===== src/rtl/core/lsf_pkg.sv =====
// Shared types and constants for the least-squares line fit block.
package lsf_pkg;

    localparam int SAMPLE_BITS = 16;
    localparam int COUNT_BITS  = 16;
    localparam int FRAC_BITS   = 16;

    localparam int WIDE       = 128;
    localparam int SUM_BITS   = 32;
    localparam int SQ_BITS    = 48;
    localparam int OUT_BITS   = 48;
    localparam int RATIO_BITS = 17;
    localparam int PCOUNT_BITS = 16;
    localparam int ITER_BITS  = $clog2(WIDE + 2 * FRAC_BITS + 1);

    localparam logic [COUNT_BITS-1:0] COUNT_MAX = '1;

    typedef logic [WIDE-1:0] wide_t;

    typedef enum logic [1:0] {
        KIND_ADD   = 2'd0,
        KIND_CLEAR = 2'd1,
        KIND_FIT   = 2'd2,
        KIND_NONE  = 2'd3
    } kind_t;

    typedef enum logic [1:0] {
        OP_MUL,
        OP_DIV,
        OP_SQRT
    } arith_op_t;

    typedef struct packed {
        logic      go;
        arith_op_t op;
        logic      double_frac;
    } arith_cmd_t;

    typedef struct packed {
        logic add;
        logic clear;
    } acc_cmd_t;

endpackage


===== src/rtl/core/lsf_accum.sv =====
// Point accumulator: count and running sums with one shared small multiplier.
module lsf_accum import lsf_pkg::*; (
    input  logic                          clk,
    input  logic                          rst_n,
    input  acc_cmd_t                      cmd,
    input  logic signed [SAMPLE_BITS-1:0] x_in,
    input  logic signed [SAMPLE_BITS-1:0] y_in,
    output logic [COUNT_BITS-1:0]         count,
    output logic [SUM_BITS-1:0]           sum_x,
    output logic [SUM_BITS-1:0]           sum_y,
    output logic [SQ_BITS-1:0]            sum_xx,
    output logic [SQ_BITS-1:0]            sum_yy,
    output logic [SQ_BITS-1:0]            sum_xy,
    output logic                          done
);

    typedef enum logic [1:0] {
        A_IDLE,
        A_XX,
        A_YY,
        A_XY
    } acc_state_t;

    acc_state_t                    state_reg;
    logic signed [SAMPLE_BITS-1:0] x_reg;
    logic signed [SAMPLE_BITS-1:0] y_reg;
    logic [COUNT_BITS-1:0]         count_reg;
    logic [SUM_BITS-1:0]           sum_x_reg;
    logic [SUM_BITS-1:0]           sum_y_reg;
    logic [SQ_BITS-1:0]            sum_xx_reg;
    logic [SQ_BITS-1:0]            sum_yy_reg;
    logic [SQ_BITS-1:0]            sum_xy_reg;
    logic                          done_reg;

    logic signed [SAMPLE_BITS-1:0]   mul_a;
    logic signed [SAMPLE_BITS-1:0]   mul_b;
    logic signed [2*SAMPLE_BITS-1:0] prod;
    logic signed [SQ_BITS-1:0]       prod_ext;
    logic signed [SUM_BITS-1:0]      x_ext;
    logic signed [SUM_BITS-1:0]      y_ext;

    // Pick multiplier operands for the current product
    always_comb
    begin
        mul_a = x_reg;
        mul_b = x_reg;
        case (state_reg)
            A_YY:
            begin
                mul_a = y_reg;
                mul_b = y_reg;
            end
            A_XY:
            begin
                mul_a = x_reg;
                mul_b = y_reg;
            end
            default:
            begin
                mul_a = x_reg;
                mul_b = x_reg;
            end
        endcase
    end

    assign prod     = mul_a * mul_b;
    assign prod_ext = SQ_BITS'(prod);
    assign x_ext    = SUM_BITS'(x_in);
    assign y_ext    = SUM_BITS'(y_in);

    // Advance the accumulate sequence, one product per cycle
    always_ff @(posedge clk or negedge rst_n)
    begin
        if (!rst_n)
        begin
            state_reg  <= A_IDLE;
            count_reg  <= '0;
            sum_x_reg  <= '0;
            sum_y_reg  <= '0;
            sum_xx_reg <= '0;
            sum_yy_reg <= '0;
            sum_xy_reg <= '0;
            done_reg   <= 1'b0;
        end
        else
        begin
            done_reg <= 1'b0;
            case (state_reg)
                A_IDLE:
                begin
                    if (cmd.clear)
                    begin
                        count_reg  <= '0;
                        sum_x_reg  <= '0;
                        sum_y_reg  <= '0;
                        sum_xx_reg <= '0;
                        sum_yy_reg <= '0;
                        sum_xy_reg <= '0;
                    end
                    else if (cmd.add)
                    begin
                        x_reg     <= x_in;
                        y_reg     <= y_in;
                        count_reg <= count_reg + COUNT_BITS'(1);
                        sum_x_reg <= sum_x_reg + x_ext;
                        sum_y_reg <= sum_y_reg + y_ext;
                        state_reg <= A_XX;
                    end
                end
                A_XX:
                begin
                    sum_xx_reg <= sum_xx_reg + prod_ext;
                    state_reg  <= A_YY;
                end
                A_YY:
                begin
                    sum_yy_reg <= sum_yy_reg + prod_ext;
                    state_reg  <= A_XY;
                end
                A_XY:
                begin
                    sum_xy_reg <= sum_xy_reg + prod_ext;
                    done_reg   <= 1'b1;
                    state_reg  <= A_IDLE;
                end
                default:
                begin
                    state_reg <= A_IDLE;
                end
            endcase
        end
    end

    assign count  = count_reg;
    assign sum_x  = sum_x_reg;
    assign sum_y  = sum_y_reg;
    assign sum_xx = sum_xx_reg;
    assign sum_yy = sum_yy_reg;
    assign sum_xy = sum_xy_reg;
    assign done   = done_reg;

endmodule


===== config.mk =====
export PLATFORM = sky130hd
export DESIGN_NAME = lsf_accum
export DESIGN_NICKNAME = d
export VERILOG_FILES = /design/src/rtl/core/lsf_pkg.sv /design/src/rtl/core/lsf_accum.sv
export SDC_FILE = /design/constraint.sdc
export NUM_CORES = 2
export LEC_CHECK = 0
export BUFFER_PORTS_ARGS = -buffer_cell sky130_fd_sc_hd__buf_2
export CORE_MARGIN = 4
export CORE_UTILIZATION = 50
export DETAILED_ROUTE_END_ITERATION = 12
export GPL_ROUTABILITY_DRIVEN = 0
export PLACE_DENSITY = 0.7
export SLEW_MARGIN = 20
export SYNTH_ARGS = -nofsm -noshare
export SYNTH_HDL_FRONTEND = slang
export SYNTH_SLANG_ARGS = --single-unit

===== constraint.sdc =====
create_clock -name clk -period 25.5 [get_ports clk]
set_clock_uncertainty 0.05 [all_clocks]
set_input_delay 2.55 -clock clk [delete_from_list [all_inputs] [get_ports clk]]
set_output_delay 2.55 -clock clk [all_outputs]
set_load 0.03 [all_outputs]

## Word-level counts from Yosys, hierarchy flattened

Cells that the tools add are included.

| cells by class | value |
|---|---|
| magnitude comparators | 0 |
| shifts and indexed selects | 0 |
| muxes and demuxes | 16 |
| add/subtract/negate cells | 6 |
| bitwise logic cells | 1 |
| divide/modulo/power cells | 0 |
| equality and inequality tests | 6 |
| reduce and logical (&&, ||, !) cells | 12 |
| $mul | 1 |

Operators with widths:

| cell | number |
|---|---|
| $pmux 48 s2 | 3 |
| $add 48x48->48 | 3 |
| $mux 32 | 4 |
| $add 32x32->32 | 2 |
| $mux 16 | 4 |
| $mux 48 | 1 |
| $mul 16x16->32 | 1 |
| $add 16x1->16 const B | 1 |
| $reduce_and 2->1 | 5 |
| $pmux 2 s4 | 1 |
| $reduce_bool 2->1 | 4 |
| $ne 2x2->1 const B | 3 |
| $eq 2x2->1 const B | 2 |
| $mux 2 | 2 |
| $reduce_and 4->1 | 1 |
| $eq 2x1->1 const B | 1 |
| $logic_not 2->1 | 1 |
| $reduce_or 2->1 | 1 |
| $mux 1 | 1 |
| $not 1->1 | 1 |

| word-level totals | value |
|---|---|
| output and inout port bits | 225 |
| word-level logic and storage cells | 52 |
| register bits after elaboration | 259 |
| memories kept | 0 |
| ROM bits | 0 |
| latch bits | 0 |
| RAM bits | 0 |
| input port bits | 36 |

## Depth between registers and ports, before layout

| logic depth | value |
|---|---|
| depth in word-level cells | 6 |
| gate-level depth with buffers | 45 |
| mapped depth without buffers | 42 |

## Worst setup path before layout

OpenSTA, ideal clock, no wires.

| path | value |
|---|---|
| path kind | reg-to-reg |
| start point | register state_reg[0] |
| end point | register sum_xy_reg[41] (netlist: sum_xy[41]) |
| required time | 25.328 ns |
| cell stages (with the launch flop) | 39 |
| path buffers | 3 |
| arrival | 12.249 ns |
| clock period less this slack | 12.421 ns |
| setup slack | 13.079 ns |
| library setup time | 0.122 ns |
| cells stage by stage | dfrtp_1 > inv_1 > ha_1 > nor2_1 > clkbuf_1 > clkbuf_1 > mux2i_1 > nor2_1 > fa_1 > fa_1 > fa_1 > fa_1 > fa_1 > inv_1 > fa_1 > inv_1 > ha_1 > nand2_1 > (+3 left out) > a21oi_2 > a221o_1 > a211o_1 > a21oi_1 > xnor2_1 > ha_1 > clkbuf_1 > nand2_1 > nor2_1 > a211oi_1 > nor2b_1 > o21ai_0 > nand2b_1 > a31o_4 > a21o_1 > a21o_1 > a311o_1 > a32o_1 |

| between the ends | value |
|---|---|
| longest elaborated chain between the ends | 6 |
| elaborated cells on any way between the ends | 12 |
| classes of those cells | 1 x add/sub; 1 x mul; 3 x eq/ne; 3 x mux; 4 x reduce/logical |

RTL lines:

| element | line | source |
|---|---|---|
| start, declared | lsf_accum.sv:24 | `acc_state_t state_reg;` |
| start signal, assigned | lsf_accum.sv:76 | `state_reg <= A_IDLE;` |
| start signal, assigned | lsf_accum.sv:107 | `state_reg <= A_XX;` |
| start signal, assigned | lsf_accum.sv:113 | `state_reg <= A_YY;` |
| $eq 2x2->1, on equally long branches | lsf_accum.sv:47, lsf_accum.sv:88 |  |
| $reduce_or 2->1 (no source line) | n/a |  |
| $mux 16 | lsf_accum.sv:47 | `case (state_reg)` |
| $mul 16x16->32 | lsf_accum.sv:66 | `assign prod = mul_a * mul_b;` |
| $add 48x48->48 | lsf_accum.sv:122 | `sum_xy_reg <= sum_xy_reg + prod_ext;` |
| $pmux 48 s2 | lsf_accum.sv:88 | `case (state_reg)` |
| end signal, assigned | lsf_accum.sv:122 |  |
| end, declared | lsf_accum.sv:32 | `logic [SQ_BITS-1:0] sum_xy_reg;` |

Several ways; a longest one is shown, not always the timed one.
A chain may end at the register's enable or synchronous reset.

## Final worst setup path

| path | value |
|---|---|
| start point | register state_reg[0] |
| end point | register sum_yy_reg[47] (netlist: sum_yy[47]) |

| between the ends | value |
|---|---|
| longest elaborated chain between the ends | 6 |
| elaborated cells on any way between the ends | 12 |
| classes of those cells | 1 x add/sub; 1 x mul; 3 x eq/ne; 3 x mux; 4 x reduce/logical |

RTL lines:

| element | line | source |
|---|---|---|
| $eq 2x2->1, on equally long branches | lsf_accum.sv:47, lsf_accum.sv:88 |  |
| $reduce_or 2->1 (no source line) | n/a |  |
| $mux 16 | lsf_accum.sv:47 |  |
| $mul 16x16->32 | lsf_accum.sv:66 |  |
| $add 48x48->48 | lsf_accum.sv:117 | `sum_yy_reg <= sum_yy_reg + prod_ext;` |
| $pmux 48 s2 | lsf_accum.sv:88 |  |
| end signal, assigned | lsf_accum.sv:117 |  |
| end, declared | lsf_accum.sv:31 | `logic [SQ_BITS-1:0] sum_yy_reg;` |

Several ways; a longest one is shown, not always the timed one.

==> results.yml <==
timing:
  hold_viol_final: 0
  fin_setup_tns_ps: 0
  drv_slew: 0
  timing.fmax_ghz: 0.09025
  rsz0062_at_grt: "no"
  relSlewSlack_pct: 27.76
  fin_crit_sh_pct: 43.45
  timing.final.ws_setup_ps: 14420
  fin_crit_ps: 11080
  setup_viol: 0
  max_slew.worst_pin.slew_ps: 1053
logic_synthesis:
  postSynthAreaPerCell_sq_um: 8.927
  ys_ff_latch: 259
  async_reset_ff_share_pct: 87.64
  ys_types: 85
  synth_warnings: 0
  synth_top_flop_cell: "dfrtp_1"
  synthCells: 3264
  syn_nets: 3864
  syn_area_sq_um: 29140
  ys_seq_area_share_pct: 22.79
  synth_edf_count: 32
layout:
  final_cell_mix: "nand2_1 (399), inv_1 (344), ha_1 (297)"
  layout.nets: 4111
  final_util_pct: 56.46
  drive_gt1_share_pct: 11.87
  mostFrequentLayoutCell: "nand2_1"
  syn2layout_area_growth_pct: 11.80
  fin_cells: 4307
critical_path:
  worstPathRequired_ps: 25880
  endpoint_kind: "flop"
  rr_startpoint: "state_reg[0]"
  crit_slowest_cell: "fa_1"
  critical_path_class: "flop to flop"
  rrSetupSlack_ps: 14420
  cp_max_fo: 54
  startpoint_type: "flop"
  cp.arrival_ps: 11460
  slowest_delay_ps: 920
  reg2reg_to: "sum_yy[47]"
  critPathMostFrequentCell: "fa_1"
  rr_worst_depth: 37
cts:
  clkLatencyLatePin_ps: 560
  post-cts-setup-buffers: 0
  clk_pin_slew_ps: 60
  ctsHtreeMaxLevel: 2
  cts-root-buf: "clkbuf_16"
  cts_tree: "done"
  ctsResizeCount: 0
  clockBufferDepth: 3
  clock-sinks: 259
  hold_buffers: 0
  cts_buffers: 35
global_routing:
  grt.total_usage_pct: 24.71
  first_global_vias: 23750
  grt_first_pass_wirelength_um: 126700
  grt_overflow_total: 0
  antenna_found_initial: 6
  grt_max_degree: 75
floorplanning:
  num_rows: 88
  die_w_um: 249.4
  die_area_sq_um: 62210
  fp.dieH_um: 249.4
  core_area_sq_um: 57700
  start_util_pct: 50.51
  pin_count: 261
drt:
  via_per_inst: 5.675
  drcViolationCount: 0
  first_pass_iters: 7
  drt-total-wl_um: 78710
  wl_per_cell_um: 18.27
  ant_nets: 0
  vias: 24440
  drt-initial-drc-count: 1847
placed_design:
  dp_cells: 4239
  numPortBuffers: 260
  hpwl_um: 61930
  dp_slack_ps: 14490
min_path:
  whs_path_depth: 2
  min_path_type: "flop to flop"
  hold_end: "sum_xy[6]"
  hp-start: "sum_xy[6]"
job:
  cap_violations: 0
run_status:
  outcome: "completed"
-- cell usage after synthesis (11+ instances only) --
cell | n | area share [%]
nand2_1 | 399 | 5.1
inv_1 | 344 | 4.4
ha_1 | 297 | 13
fa_1 | 267 | 18
nor2_1 | 248 | 3.2
o21ai_0 | 241 | 4.1
dfrtp_1 | 227 | 19
a21oi_1 | 208 | 3.6
a21o_1 | 125 | 3.2
xnor2_1 | 112 | 3.4
xor2_1 | 112 | 3.4
clkbuf_1 | 79 | 1.0
nand3_1 | 45 | 0.77
o21ai_1 | 39 | 0.67
nand2b_1 | 38 | 0.82
o21bai_1 | 33 | 0.85
edfxtp_1 | 32 | 3.3
mux2i_1 | 32 | 1.1
nor3_1 | 31 | 0.53
mux2_2 | 25 | 0.97
a211oi_1 | 23 | 0.59
and3_1 | 23 | 0.49
nor2b_1 | 23 | 0.49
o21a_1 | 22 | 0.57
nand4_1 | 21 | 0.45
o31ai_1 | 20 | 0.52
a22o_1 | 19 | 0.57
and2_1 | 17 | 0.36
a211o_1 | 11 | 0.33
-- metal layers --
layer / wire length [um] / vias to the layer above / track usage (%)
li1: - / 11650 / -
met1: 33700 / 11880 / 33.45
met2: 36760 / 743 / 40.32
met3: 5450 / 166 / 4.627
met4: 2776 / 4 / 8.113
met5: 27 / - / 0
-- logic make-up after synthesis --
| family | Yosys count | synth area share [%] |
|---|---|---|
| and+or+nand+nor | 892 | 13.48 |
| AOI/OAI and AO/OA | 841 | 18.33 |
| adders and majority gates | 564 | 31.10 |
| buffers and inverters | 427 | 5.500 |
| DFF | 259 | 22.79 |
| xor gates and xnor gates | 224 | 6.733 |
| muxes | 57 | 2.065 |
-- how the worst max path moves through the flow --
stage,start,endpoint
floorplan,state_reg[0],sum_xy[41]
global placement,state_reg[0],sum_yy[47]
detailed placement,state_reg[0],sum_yy[47]
CTS,state_reg[0],sum_yy[47]
global route,state_reg[0],sum_xy[41]
finish,state_reg[0],sum_yy[47]
-- critical path: cells and delay by family, from the launching register on --
family / cells / cell delay [ps]
xor gates and xnor gates: 2 / 280
muxes: 1 / 740
and+or+nand+nor: 3 / 510
AOI/OAI and AO/OA: 17 / 3270
DFF: 1 / 380
buffers and inverters: 5 / 1110
adders and majority gates: 9 / 4550
-- final cells by class --
cell class | instances | area, sq um
clock inverter | 19 | 217.7
timing repair buffer | 292 | 1551
tap | 765 | 957.2
clock buffer | 45 | 953.4
fill | 5310 | 25120
multi-input combinational | 2578 | 20950
sequential | 259 | 6641
inverter | 345 | 1295
antenna | 4 | 10.01
-- through the flow --
| stage | hold slack (ps) | cell area [sq um] |
|---|---|---|
| floorplan | 548.7 | 29140 |
| global placement | 439.4 | 31400 |
| detailed placement | 446.8 | 31400 |
| CTS | 464.1 | 32570 |
| global route | 485.7 | 32570 |
| finish | 458.9 | 32580 |
Power is left out: the tool's default activity adds up to more than one toggle a clock period on the data nets, which glitch-free logic cannot reach.
